**src/design/sfr_pkg.sv**
```systemverilog
// Shared types and constants for the stream find-and-replace block.
`default_nettype none
package sfr_pkg;

	localparam int REG_BYTES      = 8;              // bytes held by a pattern/replacement register
	localparam int IDX_W          = $clog2(REG_BYTES);
	localparam int CNT_W          = $clog2(REG_BYTES + 1);
	localparam int CHAR_W         = 8;
	localparam int CFG_DATA_W     = REG_BYTES * CHAR_W;
	localparam int CFG_INDEX_W    = 2;
	localparam int DEF_MAX_PATTERN     = 8;
	localparam int DEF_MAX_REPLACEMENT = 8;
	localparam int DEF_QUEUE_DEPTH     = 4;

	// register indexes of the configuration port
	localparam logic [CFG_INDEX_W-1:0] REG_PATTERN_CHARS      = 2'd0;
	localparam logic [CFG_INDEX_W-1:0] REG_PATTERN_LENGTH     = 2'd1;
	localparam logic [CFG_INDEX_W-1:0] REG_REPLACEMENT_CHARS  = 2'd2;
	localparam logic [CFG_INDEX_W-1:0] REG_REPLACEMENT_LENGTH = 2'd3;

	typedef logic [REG_BYTES-1:0][CHAR_W-1:0] byte_vec_t;

	// effective configuration seen by the classifier
	typedef struct packed {
		byte_vec_t        pattern;
		logic [CNT_W-1:0] plen;     // 1..min(MAX_PATTERN, 8)
		byte_vec_t        repl;
		logic [CNT_W-1:0] rlen;     // 0..min(MAX_REPLACEMENT, 8)
	} cfg_t;

	// one queued command: emit cnt bytes, or a bare end marker when cnt is zero
	typedef struct packed {
		byte_vec_t        bytes;
		logic [CNT_W-1:0] cnt;
		logic             last;
	} cmd_t;

endpackage
`default_nettype wire

```
**src/design/sfr_front.sv**
```systemverilog
// Classifier: holds the match window, compares it and builds output commands.
`default_nettype none
module sfr_front #(
	parameter int MAX_PATTERN = sfr_pkg::DEF_MAX_PATTERN
) (
	input  wire logic                    clk,
	input  wire logic                    arst_n,
	input  wire logic                    s_axis_tvalid,
	output logic                         s_axis_tready,
	input  wire logic [7:0]              s_axis_tdata,
	input  wire logic                    s_axis_tlast,
	input  wire sfr_pkg::cfg_t           cfg,
	input  wire logic                    clear_win,
	output logic                         cmd_valid,
	input  wire logic                    cmd_ready,
	output sfr_pkg::cmd_t                cmd
);
	import sfr_pkg::*;

	localparam int WIN = (MAX_PATTERN < REG_BYTES) ? MAX_PATTERN : REG_BYTES;

	logic [CHAR_W-1:0] win_q [WIN];
	logic [CNT_W-1:0]  fill_q;
	byte_vec_t         wn;
	byte_vec_t         wn_next;
	logic              full;
	logic              match;
	logic              accept;
	logic [CNT_W-1:0]  fill_inc;

	assign fill_inc = fill_q + CNT_W'(1);
	assign full     = (fill_inc == cfg.plen);
	assign accept   = s_axis_tvalid && cmd_ready;

	// window with the new byte placed behind the held ones
	always_comb begin
		for (int k = 0; k < REG_BYTES; k++) begin
			if (k < WIN) begin
				wn[k] = (fill_q == CNT_W'(k)) ? s_axis_tdata : win_q[k];
			end else begin
				wn[k] = '0;
			end
		end
	end

	// window advanced by one byte, oldest dropped
	assign wn_next = wn >> CHAR_W;

	always_comb begin
		match = full;
		for (int k = 0; k < REG_BYTES; k++) begin
			if ((CNT_W'(k) < cfg.plen) && (wn[k] != cfg.pattern[k])) begin
				match = 1'b0;
			end
		end
	end

	always_comb begin
		cmd.last = s_axis_tlast;
		if (match) begin
			cmd.bytes = cfg.repl;
			cmd.cnt   = cfg.rlen;
		end else begin
			cmd.bytes = wn;
			if (s_axis_tlast) begin
				cmd.cnt = fill_inc;
			end else begin
				cmd.cnt = full ? CNT_W'(1) : CNT_W'(0);
			end
		end
	end

	assign s_axis_tready = cmd_ready;
	assign cmd_valid     = accept && ((cmd.cnt != '0) || s_axis_tlast);

	always_ff @(posedge clk or negedge arst_n) begin
		if (!arst_n) begin
			fill_q <= '0;
		end else if (clear_win) begin
			fill_q <= '0;
		end else if (accept) begin
			if (s_axis_tlast || match) begin
				fill_q <= '0;
			end else if (!full) begin
				fill_q <= fill_inc;
			end
		end
	end

	// window bytes: slide when the window is full, otherwise take the new byte
	always_ff @(posedge clk) begin
		if (accept) begin
			for (int k = 0; k < WIN; k++) begin
				if (full) begin
					win_q[k] <= wn_next[k];
				end else begin
					win_q[k] <= wn[k];
				end
			end
		end
	end

endmodule
`default_nettype wire

```
**src/design/sfr_queue.sv**
```systemverilog
// Short command queue between the classifier and the emitter.
`default_nettype none
module sfr_queue #(
	parameter int DEPTH = sfr_pkg::DEF_QUEUE_DEPTH
) (
	input  wire logic          clk,
	input  wire logic          arst_n,
	input  wire logic          push,
	input  wire sfr_pkg::cmd_t push_data,
	output logic               full,
	input  wire logic          pop,
	output logic               not_empty,
	output sfr_pkg::cmd_t      pop_data
);
	import sfr_pkg::*;

	localparam int PTR_W = (DEPTH > 1) ? $clog2(DEPTH) : 1;
	localparam int OCC_W = $clog2(DEPTH + 1);

	cmd_t             mem_q [DEPTH];
	logic [PTR_W-1:0] wr_ptr_q;
	logic [PTR_W-1:0] rd_ptr_q;
	logic [OCC_W-1:0] occ_q;

	assign full      = (occ_q == OCC_W'(DEPTH));
	assign not_empty = (occ_q != '0);
	assign pop_data  = mem_q[rd_ptr_q];

	always_ff @(posedge clk) begin
		if (push) begin
			mem_q[wr_ptr_q] <= push_data;
		end
	end

	always_ff @(posedge clk or negedge arst_n) begin
		if (!arst_n) begin
			wr_ptr_q <= '0;
			rd_ptr_q <= '0;
			occ_q    <= '0;
		end else begin
			if (push) begin
				wr_ptr_q <= (wr_ptr_q == PTR_W'(DEPTH - 1)) ? '0 : wr_ptr_q + PTR_W'(1);
			end
			if (pop) begin
				rd_ptr_q <= (rd_ptr_q == PTR_W'(DEPTH - 1)) ? '0 : rd_ptr_q + PTR_W'(1);
			end
			if (push && !pop) begin
				occ_q <= occ_q + OCC_W'(1);
			end else if (pop && !push) begin
				occ_q <= occ_q - OCC_W'(1);
			end
		end
	end

endmodule
`default_nettype wire

```
**src/design/sfr_back.sv**
```systemverilog
// Emitter: unrolls each queued command into one output transaction per byte, or one bare end marker.
`default_nettype none
module sfr_back (
	input  wire logic          clk,
	input  wire logic          arst_n,
	input  wire logic          q_valid,
	input  wire sfr_pkg::cmd_t q_data,
	output logic               q_pop,
	output logic               m_axis_tvalid,
	input  wire logic          m_axis_tready,
	output logic [7:0]         m_axis_tdata,
	output logic               m_axis_tlast,
	output logic               m_axis_tuser
);
	import sfr_pkg::*;

	cmd_t             cmd_q;
	logic             valid_q;
	logic [CNT_W-1:0] idx_q;
	logic             done;
	logic             fire;
	logic             advance;

	assign done    = (cmd_q.cnt == '0) || (idx_q == cmd_q.cnt - CNT_W'(1));
	assign fire    = valid_q && m_axis_tready;
	assign advance = !valid_q || (fire && done);
	assign q_pop   = advance && q_valid;

	assign m_axis_tvalid = valid_q;
	assign m_axis_tuser  = (cmd_q.cnt != '0);
	assign m_axis_tdata  = m_axis_tuser ? cmd_q.bytes[idx_q[IDX_W-1:0]] : '0;
	assign m_axis_tlast  = cmd_q.last && done;

	always_ff @(posedge clk or negedge arst_n) begin
		if (!arst_n) begin
			valid_q <= 1'b0;
			idx_q   <= '0;
		end else if (advance) begin
			valid_q <= q_valid;
			idx_q   <= '0;
		end else if (fire) begin
			idx_q <= idx_q + CNT_W'(1);
		end
	end

	always_ff @(posedge clk) begin
		if (q_pop) begin
			cmd_q <= q_data;
		end
	end

endmodule
`default_nettype wire

```
**src/design/stream_find_and_replace.sv**
```systemverilog
// Top level of the streaming find-and-replace block.
//
// Usage: text bytes enter on the s_axis channel, one per transaction, with
// s_axis_tlast on the final byte of a text. Every leftmost, non-overlapping
// occurrence of the configured pattern is replaced by the replacement bytes;
// other bytes pass through unchanged. Results leave on m_axis, one byte per
// transaction, m_axis_tuser high when tdata carries a byte. A result with
// tuser low is a bare end marker (tdata zero) closing a text that produced
// no bytes on its last input. m_axis_tlast marks the final result of a text.
// Throughput: one input byte per cycle while the command queue has room; a
// byte that triggers several results (replacement or end-of-text flush, up
// to 8) holds the emitter, which gives one result per cycle while the
// receiver is ready. A command is written into the command queue when its
// byte is accepted and loaded into the emitter register once the emitter is
// free. A stalled receiver only fills the command queue; input keeps
// flowing until the queue is full.
// Reset clears the window, the queue and the emitter and loads the default
// configuration (pattern length 1, everything else zero). Write the
// configuration only while the block is idle; writing the pattern length
// empties the window.
`default_nettype none
module stream_find_and_replace #(
	parameter int MAX_PATTERN     = sfr_pkg::DEF_MAX_PATTERN,
	parameter int MAX_REPLACEMENT = sfr_pkg::DEF_MAX_REPLACEMENT,
	parameter int QUEUE_DEPTH     = sfr_pkg::DEF_QUEUE_DEPTH
) (
	input  wire logic                             clk,
	input  wire logic                             arst_n,
	input  wire logic                             s_axis_tvalid,
	output logic                                  s_axis_tready,
	input  wire logic [7:0]                       s_axis_tdata,  // text_char
	input  wire logic                             s_axis_tlast,
	output logic                                  m_axis_tvalid,
	input  wire logic                             m_axis_tready,
	output logic [7:0]                            m_axis_tdata,  // out_char
	output logic                                  m_axis_tlast,
	output logic                                  m_axis_tuser,  // char_valid
	input  wire logic                             cfg_we,
	input  wire logic [sfr_pkg::CFG_INDEX_W-1:0]  cfg_index,
	input  wire logic [sfr_pkg::CFG_DATA_W-1:0]   cfg_data
);
	import sfr_pkg::*;

	// caps on the effective lengths: the registers hold at most 8 bytes
	localparam int PCAP = (MAX_PATTERN < REG_BYTES) ? MAX_PATTERN : REG_BYTES;
	localparam int RCAP = (MAX_REPLACEMENT < REG_BYTES) ? MAX_REPLACEMENT : REG_BYTES;

	logic [CFG_DATA_W-1:0] pattern_q;
	logic [3:0]            plen_q;
	logic [CFG_DATA_W-1:0] repl_q;
	logic [3:0]            rlen_q;

	cfg_t cfg;
	logic clear_win;
	logic cmd_valid;
	cmd_t cmd;
	logic q_full;
	logic q_pop;
	logic q_valid;
	cmd_t q_data;

	// configuration registers
	always_ff @(posedge clk or negedge arst_n) begin
		if (!arst_n) begin
			pattern_q <= '0;
			plen_q    <= 4'd1;
			repl_q    <= '0;
			rlen_q    <= '0;
		end else if (cfg_we) begin
			unique case (cfg_index)
				REG_PATTERN_CHARS:      pattern_q <= cfg_data;
				REG_PATTERN_LENGTH:     plen_q    <= cfg_data[3:0];
				REG_REPLACEMENT_CHARS:  repl_q    <= cfg_data;
				REG_REPLACEMENT_LENGTH: rlen_q    <= cfg_data[3:0];
				default:                ;
			endcase
		end
	end

	assign clear_win = cfg_we && (cfg_index == REG_PATTERN_LENGTH);

	// effective lengths: zero pattern length counts as one, both clamp to their caps
	always_comb begin
		cfg.pattern = pattern_q;
		cfg.repl    = repl_q;
		if (plen_q == 4'd0) begin
			cfg.plen = CNT_W'(1);
		end else if (plen_q > 4'(PCAP)) begin
			cfg.plen = CNT_W'(PCAP);
		end else begin
			cfg.plen = CNT_W'(plen_q);
		end
		cfg.rlen = (rlen_q > 4'(RCAP)) ? CNT_W'(RCAP) : CNT_W'(rlen_q);
	end

	sfr_front #(
		.MAX_PATTERN (MAX_PATTERN)
	) u_front (
		.clk           (clk),
		.arst_n        (arst_n),
		.s_axis_tvalid (s_axis_tvalid),
		.s_axis_tready (s_axis_tready),
		.s_axis_tdata  (s_axis_tdata),
		.s_axis_tlast  (s_axis_tlast),
		.cfg           (cfg),
		.clear_win     (clear_win),
		.cmd_valid     (cmd_valid),
		.cmd_ready     (!q_full),
		.cmd           (cmd)
	);

	sfr_queue #(
		.DEPTH (QUEUE_DEPTH)
	) u_queue (
		.clk       (clk),
		.arst_n    (arst_n),
		.push      (cmd_valid),
		.push_data (cmd),
		.full      (q_full),
		.pop       (q_pop),
		.not_empty (q_valid),
		.pop_data  (q_data)
	);

	sfr_back u_back (
		.clk           (clk),
		.arst_n        (arst_n),
		.q_valid       (q_valid),
		.q_data        (q_data),
		.q_pop         (q_pop),
		.m_axis_tvalid (m_axis_tvalid),
		.m_axis_tready (m_axis_tready),
		.m_axis_tdata  (m_axis_tdata),
		.m_axis_tlast  (m_axis_tlast),
		.m_axis_tuser  (m_axis_tuser)
	);

	// a bare end marker always closes a text
	a_marker_is_last: assert property (@(posedge clk) disable iff (!arst_n)
		(m_axis_tvalid && !m_axis_tuser) |-> m_axis_tlast)
		else $error("bare end marker without tlast");

	// a bare end marker carries a zero byte
	a_marker_zero: assert property (@(posedge clk) disable iff (!arst_n)
		(m_axis_tvalid && !m_axis_tuser) |-> (m_axis_tdata == 8'h00))
		else $error("bare end marker with nonzero data");

	// the classifier never pushes into a full queue
	a_no_overflow: assert property (@(posedge clk) disable iff (!arst_n)
		!(cmd_valid && q_full))
		else $error("command pushed into full queue");

	// the emitter never pops an empty queue
	a_no_underflow: assert property (@(posedge clk) disable iff (!arst_n)
		q_pop |-> q_valid)
		else $error("command popped from empty queue");

endmodule
`default_nettype wire
```
**config.mk**
```make
export PLATFORM = sky130hd
export DESIGN_NAME = stream_find_and_replace
export DESIGN_NICKNAME = d
export VERILOG_FILES = /design/src/design/sfr_pkg.sv /design/src/design/sfr_front.sv /design/src/design/sfr_queue.sv /design/src/design/sfr_back.sv /design/src/design/stream_find_and_replace.sv
export SDC_FILE = /design/constraint.sdc
export NUM_CORES = 1
export LEC_CHECK = 0
export ABC_AREA = 1
export BUFFER_PORTS_ARGS = -buffer_cell sky130_fd_sc_hd__buf_2
export CELL_PAD_IN_SITES_DETAIL_PLACEMENT = 1
export CELL_PAD_IN_SITES_GLOBAL_PLACEMENT = 1
export CORE_MARGIN = 4
export CORE_UTILIZATION = 40
export CTS_CLUSTER_DIAMETER = 40
export CTS_CLUSTER_SIZE = 24
export DETAILED_ROUTE_END_ITERATION = 10
export PLACE_DENSITY_LB_ADDON = 0.1
export SETUP_SLACK_MARGIN = 0.2
export SKIP_LAST_GASP = 1
export SLEW_MARGIN = 5
export SYNTH_ARGS = -nofsm -noshare
export SYNTH_HDL_FRONTEND = slang
export SYNTH_HIERARCHICAL = 1
export SYNTH_SLANG_ARGS = --single-unit
```
**constraint.sdc**
```tcl
create_clock -name clk -period 8.48 [get_ports clk]
set_input_delay 0.424 -clock clk [delete_from_list [all_inputs] [get_ports clk]]
set_output_delay 0.424 -clock clk [all_outputs]
set_load 0.1 [all_outputs]
```
Word-level counts from Yosys, hierarchy flattened
Memories as Yosys holds them, arrays and structs flattened. A register that Yosys moved wholly into a read port is not among the register bits.
Index checks and enable logic that the tools add are counted.

word-level totals
  register bits after elaboration = 152
  RAM bits = 340
  bits of input ports = 80
  output and inout bits = 12
  memories = 2

memories
  name           depth  width  rd ports  clocked after memory_dff  write ports  RTL line         RTL
  u_queue.mem_q  4      69     1         1                         1            sfr_queue.sv:20  cmd_t mem_q [DEPTH];
  u_front.win_q  8      8      8         0                         8            sfr_front.sv:22  logic [CHAR_W-1:0] win_q [WIN];

cells by class
  add/sub/neg operators = 7
  $lt $le $gt $ge = 11
  equal/unequal tests = 24
  mux-type cells = 51
  bitwise operators = 8
  reductions and logical operators = 40

operator list
  kind                   number
  $mux W8                18
  $mux W68               1
  $ne A8 B8 Y1           8
  $mux W4                10
  $bmux W8 S3            1
  $logic_and A1 B1 Y1    17
  $mux W1                17
  $eq A4 B3 Y1 const B   4
  $lt A3 B4 Y1 const A   4
  $logic_not A4 Y1       3
  $reduce_and A2 Y1      5
  $add A4 B1 Y4 const B  2
  $eq A2 B2 Y1 const B   4
  $eq A4 B2 Y1 const B   2
  $eq A4 B4 Y1           2
  $gt A4 B4 Y1 const B   2
  $lt A1 B4 Y1 const A   2
  $lt A2 B4 Y1 const A   2
  $or A1 B1 Y1           8
  $reduce_bool A4 Y1     2
  $mux W3                2
  $reduce_bool A2 Y1     3
  $add A2 B1 Y2 const B  2
  $eq A4 B1 Y1 const B   1
  other kinds (12)       19

Logic depth before layout (Yosys ltp)
Gate-level depths: netlist (run 1).

  depth after elaboration = 21
  depth in mapped cells = 32

By module
The synthesis (run 1) kept the hierarchy.

by module, submodules not included
  module                   times used  cells each  area each (um^2)  seq. area each (um^2)
  sfr_queue                1           858         11292.1           8463.1
  sfr_front                1           1152        6834.1            2021.9
  stream_find_and_replace  1           598         5716.7            3404.5
  sfr_back                 1           253         3121.7            2197.1

Worst setup path before layout (run 1)
No wires, ideal clock.

  kind = reg2reg
  start = reg u_front.fill_q[0]
  end = mem u_queue/mem_q[0][0] (netlist bit) (enable)
  setup time = 0.423 ns
  arrival time = 4.111 ns
  required time = 8.057 ns
  path slack = 3.945 ns
  stages on the path, launching flop included = 24
  cells stage by stage = dfrtp_1 -> inv_1 -> ha_1 -> buf_2 -> clkbuf_1 -> nand4_1 -> nand2_1 -> nand2_1 -> nand2_1 -> nand2_1 -> nor2_1 -> a21oi_1 -> nor2_1 -> nand2_1 -> nand2_2 -> nand2_2 -> buf_6 -> nand2_1 -> nand2_1 -> nand2_1 -> nor2_1 -> nor2_1 -> nand2_1 -> inv_1

on the way
  longest elaborated chain between the ends = 18

RTL lines
  element                                                                 RTL line                       RTL
  from (decl)                                                             sfr_front.sv:23                logic [CNT_W-1:0] fill_q;
  from (signal assigned)                                                  sfr_front.sv:85                fill_q <= fill_inc;
  parallel branches: the longest is 12 deep, another holds $add A4 B1 Y4  --
  $mux W68 (*)                                                            sfr_front.sv:60                if (match) begin
  $reduce_bool A4 Y1 (*)                                                  sfr_front.sv:74                assign cmd_valid = accept && ((cmd.cnt != '0) || s_axis_tlast);
  $logic_or A1 B1 Y1 (*)                                                  sfr_front.sv:74
  $logic_and A1 B1 Y1 (*)                                                 sfr_front.sv:74
  net cmd_valid                                                           stream_find_and_replace.sv:55  logic cmd_valid;
  $mux W1 (*)                                                             sfr_queue.sv:30                if (push) begin
  $mux W1 (not written as such) (*)                                       sfr_queue.sv:31                mem_q[wr_ptr_q] <= push_data;
  to (decl)                                                               sfr_queue.sv:20

Mark *: on every way through the listed nets, which the timed path passes.

Worst setup path after layout (run 1)
  start = reg u_front.fill_q[0]
  end = mem u_queue/mem_q[2][56] (netlist bit) (enable)

The elaborated chain is that of the path after synthesis.

==> out/qor_table.md, run 1 <==
| Result | Reported |
|---|---|
| Status | finished clean |
| Most frequent cells in the layout | sky130_fd_sc_hd__nand2_1, sky130_fd_sc_hd__edfxtp_1, sky130_fd_sc_hd__inv_1, sky130_fd_sc_hd__nand3_1, sky130_fd_sc_hd__dfrtp_1 |
| Highest-delay cell along the critical path | sky130_fd_sc_hd__inv_2 |
| Worst reg2reg path endpoint | u_queue/mem_q[2][56] |
| Leak Pwr | 13.9 nW |
| Utilization of the core after routing | 47.0% |
| Max clock buf depth | 3 |
| Yosys warning count | 6 |
| Max-cap check violation count | 0 |
| Total number of vias | 20000 |
| Clock Latency Late Sink | 0.64 ns |
| Proportion of power drawn by combinational gates | 31.6% |
| Count of endpoints failing hold in the final timing report | 0 |
| Max IR drop VDD | 0.295 mV |
| Flop-to-flop setup slack | 2.24 ns |
| I/O pin total | 92 |
| Global router's overall resource usage | 23.1% |
| Signal arrival time at the worst endpoint | 6.52 ns |
| Number of distinct library cell variants in the gate-level netlist after synthesis | 40 |
| Via count of the first global-routing pass | 20900 |
| Drt drc | 0 |
| Die extent in y | 268 um |
| Synthesized netlist net count | 2955 |
| First drt pass iteration count | 7 |
| Overall Power | 12.2 mW |
| Mean routed wirelength per cell | 21.2 um |
| Portion of total power attributed to sequential cells | 35.0% |
| Final worst clock skew | 0.0216 ns |
| Starting density of the core | 40.6% |
| First-pass GRT wire length | 125000 um |
| Net switching power | 4.62 mW |
| Worst-path cell chain | inv_1 -> ha_1 -> nand3_1 -> inv_1 -> nand2_1 -> nand2_1 -> nand2_1 -> nand2_1 -> nand2_1 -> nor2_1 -> a21oi_1 -> nor2_1 -> nand2_1 -> nand2_2 -> nand2_2 -> nand2_1 -> nand2_1 -> nand2_1 -> nor2_1 -> nor2_1 -> nand2_1 -> inv_2 -> buf_4 |
| Least-Margin Pin Slew | 1.17 ns |
| CTS H-Tree Depth | 3 |
| Count of cells along the worst hold path | 3 |
| Accumulated negative setup slack | 0 ns |
| Initial antenna violation count | 1 |
| Required time at the worst-slack endpoint | 8.76 ns |
| Kind of cell with the highest combined delay on the critical path | simple AND/OR/NAND/NOR gates |
| Setup repair after global routing missed its margin | no |
| Post-DP HPWL | 54500 um |
| Hold Crit Start | cfg_data[57] |
| CTS tree | built |
| Maximum clock rate | 0.160 GHz |
| CTS Buf Count | 99 |
| Flops & latches, synth | 561 |
| Final Slew Violations | 0 |
| Final clock period utilization by the worst path | 73.6% |
| Area enclosed by the die boundary | 0.0716 mm2 |
| CP endpoint kind | flip-flop |
| Hold Path Sink | pattern_q[57] |
| Largest net degree at the start of global routing | 109 |
| Gr ovfl total | 0 |
| Internal power of the cells | 7.63 mW |
| Share of power burned in the clock network | 33.4% |
| Mapped Avg Cell Area | 9.42 um2 |
| Pwr/cell area | 392 mW/mm2 |
| Worst slew margin relative to its limit | 21.5% |
| Min cycle time layout | 6.24 ns |
| Port buffer count | 91 |
| Most prevalent standard cell on the critical path | sky130_fd_sc_hd__nand2_1 |
| Vias per Instance | 5.17 |
| Synth Instances | 2861 |
| Tightest Hold Check Type | primary input to flip-flop |
| Category of the critical setup timing path | flip-flop to flip-flop |
| Synthesis-to-layout area growth | 15.7% |
| Hold Slack | 0.0334 ns |
| R2R Path Start | u_front/fill_q[0] |
| Most common cell after layout, fill and taps aside | sky130_fd_sc_hd__nand2_1 |
| Number of rows created at floorplan | 94 |
| Setup WS pre-CTS | 2.30 ns |
| Total clock sinks | 561 |
| Maximum net fanout on the critical path | 42 |
| Routed Wire Length | 82000 um |
| Resized Gates After CTS | 0 |
| Share of final-layout standard cells stronger than drive strength 1 | 12.4% |
| Share of the yosys chip area belonging to registers | 59.7% |
| Setup violation total in the final timing report | 0 |
| Setup slack of the critical path after layout | 2.24 ns |
| Buf/Inv on CP | 4 |
| Area of the core region | 0.0663 mm2 |
| Worst setup SP type | flip-flop |
| R2R cell count | 23 |
| 1st-iter DRT viols | 1159 |
| Die span in x | 268 um |
| Largest incremental delay on the critical path | 0.86 ns |
| Sw Ratio | 37.7% |
| Weighted congestion reported at the end of routability-driven placement | 0.845 |
| Root Driver | sky130_fd_sc_hd__clkbuf_16 |
| Final layout net count | 3017 |
| Clock input transition at the sequential cells of the worst setup and hold paths | 0.05 ns |
| Post-Synthesis Cell Area | 0.0270 mm2 |
| Antenna-violating nets left | 0 |
-- worst max path at each step --
stage | start | to | slack (ns) | depth (start not counted)
6_report | u_front/fill_q[0] | u_queue/mem_q[2][56] | 2.24 | 23
5_1_grt | u_front/fill_q[0] | u_queue/mem_q[2][61] | 1.72 | 23
4_1_cts | u_front/fill_q[0] | u_queue/mem_q[2][61] | 2.29 | 23
3_5_place_dp | u_front/fill_q[0] | u_queue/mem_q[2][48] | 2.30 | 23
3_3_place_gp | u_front/fill_q[0] | u_queue/mem_q[2][43] | 2.54 | 23
2_1_floorplan | u_front/fill_q[0] | u_queue/mem_q[0][0] | 3.95 | 23
-- worst register-to-register path, delay by kind of cell (launching register included) --
family                   cells  cell delay, ns
AND/OR/NAND/NOR             17            2.67
flip-flops                   1            0.46
adder cells (fa/ha/maj)      1            0.75
buffers and inverters        4            1.92
AO/OA/AOI/OAI                1            0.10
-- Yosys cell counts --
master	number	share of area [%]
sky130_fd_sc_hd__nand2_1	924	13
sky130_fd_sc_hd__edfxtp_1	409	46
sky130_fd_sc_hd__inv_1	386	5.4
sky130_fd_sc_hd__nand3_1	217	4.0
sky130_fd_sc_hd__dfrtp_1	151	14
sky130_fd_sc_hd__o21ai_0	146	2.7
sky130_fd_sc_hd__o211ai_1	138	3.8
sky130_fd_sc_hd__nor2_1	130	1.8
sky130_fd_sc_hd__o21ai_2	64	2.1
sky130_fd_sc_hd__buf_2	58	1.1
sky130_fd_sc_hd__clkbuf_1	36	0.50
sky130_fd_sc_hd__buf_6	31	1.3
sky130_fd_sc_hd__buf_4	26	0.72
sky130_fd_sc_hd__nand3b_1	22	0.61
sky130_fd_sc_hd__a31oi_1	18	0.42
sky130_fd_sc_hd__o21ai_1	14	0.26
sky130_fd_sc_hd__ha_1	13	0.60
sky130_fd_sc_hd__nand4_1	12	0.28
sky130_fd_sc_hd__a21oi_1	8	0.15
sky130_fd_sc_hd__mux2i_1	8	0.30
sky130_fd_sc_hd__o22ai_1	8	0.19
sky130_fd_sc_hd__nand2_2	7	0.16
sky130_fd_sc_hd__inv_2	6	0.084
sky130_fd_sc_hd__xor2_1	6	0.19
sky130_fd_sc_hd__nor2_4	3	0.13
sky130_fd_sc_hd__nand3_2	2	0.074
sky130_fd_sc_hd__nand3_4	2	0.13
sky130_fd_sc_hd__nor2_2	2	0.046
sky130_fd_sc_hd__nor3_1	2	0.037
sky130_fd_sc_hd__xnor2_1	2	0.065
sky130_fd_sc_hd__a21boi_0	1	0.028
sky130_fd_sc_hd__buf_1	1	0.014
sky130_fd_sc_hd__dfstp_2	1	0.097
sky130_fd_sc_hd__fa_1	1	0.074
sky130_fd_sc_hd__inv_6	1	0.032
sky130_fd_sc_hd__nor2_8	1	0.074
sky130_fd_sc_hd__nor4_1	1	0.023
sky130_fd_sc_hd__o31ai_1	1	0.028
sky130_fd_sc_hd__or2_1	1	0.023
sky130_fd_sc_hd__or2_2	1	0.023
-- timing repair --
action / in CTS / in global routing
buffers inserted: 0 / 0
hold buffers: 4 / 0
endpoints found under the hold margin: 80 / 0
-- layout make-up --
cell class              instances  area (um2)
fillers                      7504       35100
multi-input cells            1755        8460
diodes                          1        2.50
clock inverters                66         805
repair buffers                113         637
flip-flops and latches        561       16100
inverters                     393        1490
well taps                     864        1080
clock buffers                 120        2640
-- cells by family (layout without fill, tap and decap cells) --
group,count (synthesis),count (layout),synth area share (%)
AO/OA/AOI/OAI,398,398,9.70
XOR/XNOR,8,8,0.260
adder cells (fa/ha/maj),14,14,0.677
buffers and inverters,545,692,9.10
flip-flops,561,561,59.7
multiplexers,8,8,0.297
other,0,1,0
AND/OR/NAND/NOR,1327,1327,20.3
-- routing by layer --
layer / share of wire, % / vias up / track usage, %
met2: 48 / 380 / 38.8
met1: 46 / 9962 / 31.7
li1: - / 9578 / -
met4: 2.2 / 0 / 6.36
met5: 0 / - / 0
met3: 3.9 / 116 / 3.17
-- power by group through the flow --
stage          clock [mW]  combinational [mW]  sequential (mW)
2_1_floorplan           0                2.69             4.22
3_3_place_gp            0                3.72             4.30
3_5_place_dp            0                3.86             4.33
4_1_cts              4.17                3.90             4.29
5_1_grt              4.32                4.32             4.35
6_report             4.09                3.87             4.29
-- stage by stage --
step,area (um2),std cells
floorplan,27000,2861
global placement,27700,3682
detailed placement,27700,3682
CTS,31200,3872
global route,31200,3872
finish,31200,3873
-- sequential cells by signal, indices dropped and copies added, names as in the netlist --
signal and count:
u_back/m_axis_tvalid 1, u_back/idx_q 4, u_queue/rd_ptr_q 2, rlen_q 4
u_queue/mem_q 276, u_back/cmd_q 69, u_front/fill_q 4, plen_q 4
u_queue/wr_ptr_q 2, repl_q 64, u_queue/occ_q 3, u_front/win_q 64
pattern_q 64
No activity file was read; power rests on OpenSTA's default activity.
==> inputs of run 2 (changes only) <==
- clock period: 8.48 -> 5.7 ns (I/O delays scaled with it)
==> run 2 against run 1 <==
Net effect: critical path depth unchanged; largest cell class unchanged; count of clock-buffer cells in the layout decreased by 10; first-iteration DRC count increased by 1.2%; core utilization increased by 0.92 points; critical endpoint is now u_queue/mem_q[3][40]; die area unchanged.
==> out/qor_table.md, run 2 (synthesis results as in run 1) <==
| Result | Reported |
|---|---|
| Number of rows created at floorplan | 94 |
| Kind of cell with the highest combined delay on the critical path | simple AND/OR/NAND/NOR gates |
| Antenna-violating nets left | 0 |
| Regs by FF count | u_queue/mem_q: 276 flops, u_back/cmd_q: 69 flops |
| Net switching power | 6.91 mW |
| CP endpoint kind | flip-flop |
| CTS tree | built |
| Worst setup SP type | flip-flop |
| Die extent in y | 268 um |
| Max clock buf depth | 3 |
| Total clock sinks | 561 |
| Gr ovfl total | 0 |
| Setup fix buffers added after clock tree synthesis | 0 |
| Signal arrival time at the worst endpoint | 5.31 ns |
| Vias per Instance | 5.17 |
| Min cycle time layout | 5.00 ns |
| Root Driver | sky130_fd_sc_hd__clkbuf_16 |
| Clock Latency Late Sink | 0.64 ns |
| Area of the multi-input gates | 0.00847 mm2 |
| Proportion of power drawn by combinational gates | 32.5% |
| Post-DP HPWL | 54700 um |
| Final layout net count | 3091 |
| Max-cap check violation count | 0 |
| Sequential cell area | 0.0161 mm2 |
| Most prevalent standard cell on the critical path | sky130_fd_sc_hd__nand2_1 |
| Setup slack of the critical path after layout | 0.700 ns |
| 1st-iter DRT viols | 1173 |
| Largest net degree at the start of global routing | 145 |
| Status | finished clean |
| Synthesis-to-layout area growth | 18.0% |
| Starting density of the core | 40.6% |
| Die span in x | 268 um |
| Clock input transition at the sequential cells of the worst setup and hold paths | 0.06 ns |
| Weighted congestion reported at the end of routability-driven placement | 0.847 |
| Worst slew margin relative to its limit | 27.4% |
| Maximum net fanout on the critical path | 17 |
| Share of final-layout standard cells stronger than drive strength 1 | 12.7% |
| Most common cell after layout, fill and taps aside | sky130_fd_sc_hd__nand2_1 |
| Fill cell total of the finished layout | 7450 |
| Worst-path cell chain | inv_1 -> ha_1 -> nand2_1 -> nand2_1 -> nand2_1 -> nand2_1 -> nand2_1 -> nor2_1 -> nand2_1 -> nor2_1 -> nand2_1 -> nor2_1 -> nand2_1 -> nand2_2 -> nand2_2 -> nand2_1 -> nand2_1 -> nand2_1 -> nor2_1 -> nor2_1 -> nand2_1 -> inv_2 -> buf_4 |
| Highest-delay cell along the critical path | sky130_fd_sc_hd__ha_1 |
| Accumulated negative setup slack | 0 ns |
| Leak Pwr | 14.1 nW |
| Maximum clock rate | 0.200 GHz |
| CTS Buf Count | 95 |
| Hold Slack | 0.0924 ns |
| Port buffer count | 91 |
| Mean routed wirelength per cell | 21.2 um |
| CTS H-Tree Depth | 3 |
| Tightest Hold Check Type | primary input to flip-flop |
| Count of endpoints failing hold in the final timing report | 0 |
| Pwr/cell area | 564 mW/mm2 |
| Internal power of the cells | 11.0 mW |
| Final clock period utilization by the worst path | 87.7% |
| Drt drc | 0 |
| First-pass GRT wire length | 127000 um |
| Least-Margin Pin Slew | 1.08 ns |
| Category of the critical setup timing path | flip-flop to flip-flop |
| I/O pin total | 92 |
| Largest incremental delay on the critical path | 0.63 ns |
| Share of power burned in the clock network | 32.0% |
| Final Slew Violations | 0 |
| Buf/Inv on CP | 3 |
| Number of flip-flops under the largest register name | 276 |
| Sw Ratio | 38.5% |
| Setup repair after global routing missed its margin | no |
| Total number of vias | 20400 |
| Routed Wire Length | 83700 um |
| Portion of total power attributed to sequential cells | 35.5% |
| Most frequent cells in the layout | sky130_fd_sc_hd__nand2_1, sky130_fd_sc_hd__edfxtp_1, sky130_fd_sc_hd__inv_1, sky130_fd_sc_hd__nand3_1, sky130_fd_sc_hd__dfrtp_1 |
| Setup violation total in the final timing report | 0 |
| Via count of the first global-routing pass | 21300 |
| Area enclosed by the die boundary | 0.0716 mm2 |
| Initial antenna violation count | 2 |
| Setup WS pre-CTS | 0.648 ns |
| First drt pass iteration count | 5 |
| Required time at the worst-slack endpoint | 6.01 ns |
| Global router's overall resource usage | 23.4% |
| Final worst clock skew | 0.0270 ns |
| Max IR drop VDD | 0.380 mV |
| Largest reg by FF count | u_queue/mem_q |
| Area of the core region | 0.0663 mm2 |
==> run 2: per-stage QoR <==
step | cell area, um2 | total power [mW] | utilization, % | cells
2_1_floorplan | 27000 | 10.3 | - | 2861
3_3_place_gp | 27900 | 12.0 | 42.0 | 3697
3_5_place_dp | 27900 | 12.2 | 42.0 | 3697
4_1_cts | 31800 | 18.1 | 47.9 | 3941
5_1_grt | 31800 | 19.0 | 47.9 | 3942
6_report | 31800 | 17.9 | 48.0 | 3946
==> run 2: power groups by stage <==
stage	Combinational [mW]	Clock, mW	Sequential [mW]
final	5.83	5.74	6.37
after global placement	5.56	0	6.40
after floorplan	4.00	0	6.28
after detailed placement	5.79	0	6.44
after CTS	5.86	5.85	6.38
after global routing	6.50	6.07	6.46
==> run 2: layer usage <==
metal,track usage [%],up-vias,wire length (um)
met1,32.1,10200,37900
met2,38.8,413,39900
li1,-,9738,-
met5,0,-,0
met4,6.87,0,2010
met3,3.55,100,3850
==> run 2: what timing repair did <==
item,in CTS,in global routing
hold buffers,66,0
endpoints found under the setup margin,0,45
gates resized for setup,0,1
hold endpoints to repair,212,0
==> run 2: area by class of cell <==
cell class | count | share of cell area (%)
flip-flops and latches | 561 | 50.6
multi-input cells | 1756 | 26.6
clock buffers | 110 | 7.98
inverters | 393 | 4.67
repair buffers | 190 | 4.50
well taps | 864 | 3.40
clock inverters | 68 | 2.23
diodes | 4 | 0.0315
==> run 2: path summary, 6_finish.rpt <==
| kind | startpoint | end | slack, ns | cells after the start |
|---|---|---|---|---|
| hold / removal | s_axis_tlast | u_queue/mem_q[2][0] | 0.09 | 1 |
| setup reg to reg | u_front/fill_q[0] | u_queue/mem_q[3][40] | 0.70 | 23 |
| hold reg to reg | repl_q[2] | repl_q[2] | 0.48 | 2 |
| min in group asynchronous | arst_n | repl_q[32] | 0.32 | 2 |
| setup / recovery | u_front/fill_q[0] | u_queue/mem_q[3][40] | 0.70 | 23 |
| max in group asynchronous | arst_n | pattern_q[29] | 4.08 | 3 |
==> run 2: worst register-to-register path, delay by kind of cell, from the launching register on <==
kind | cells | cell delay [ns]
fa+ha+maj | 1 | 0.63
buf+inv | 3 | 0.88
flops | 1 | 0.46
simple gates | 19 | 2.69
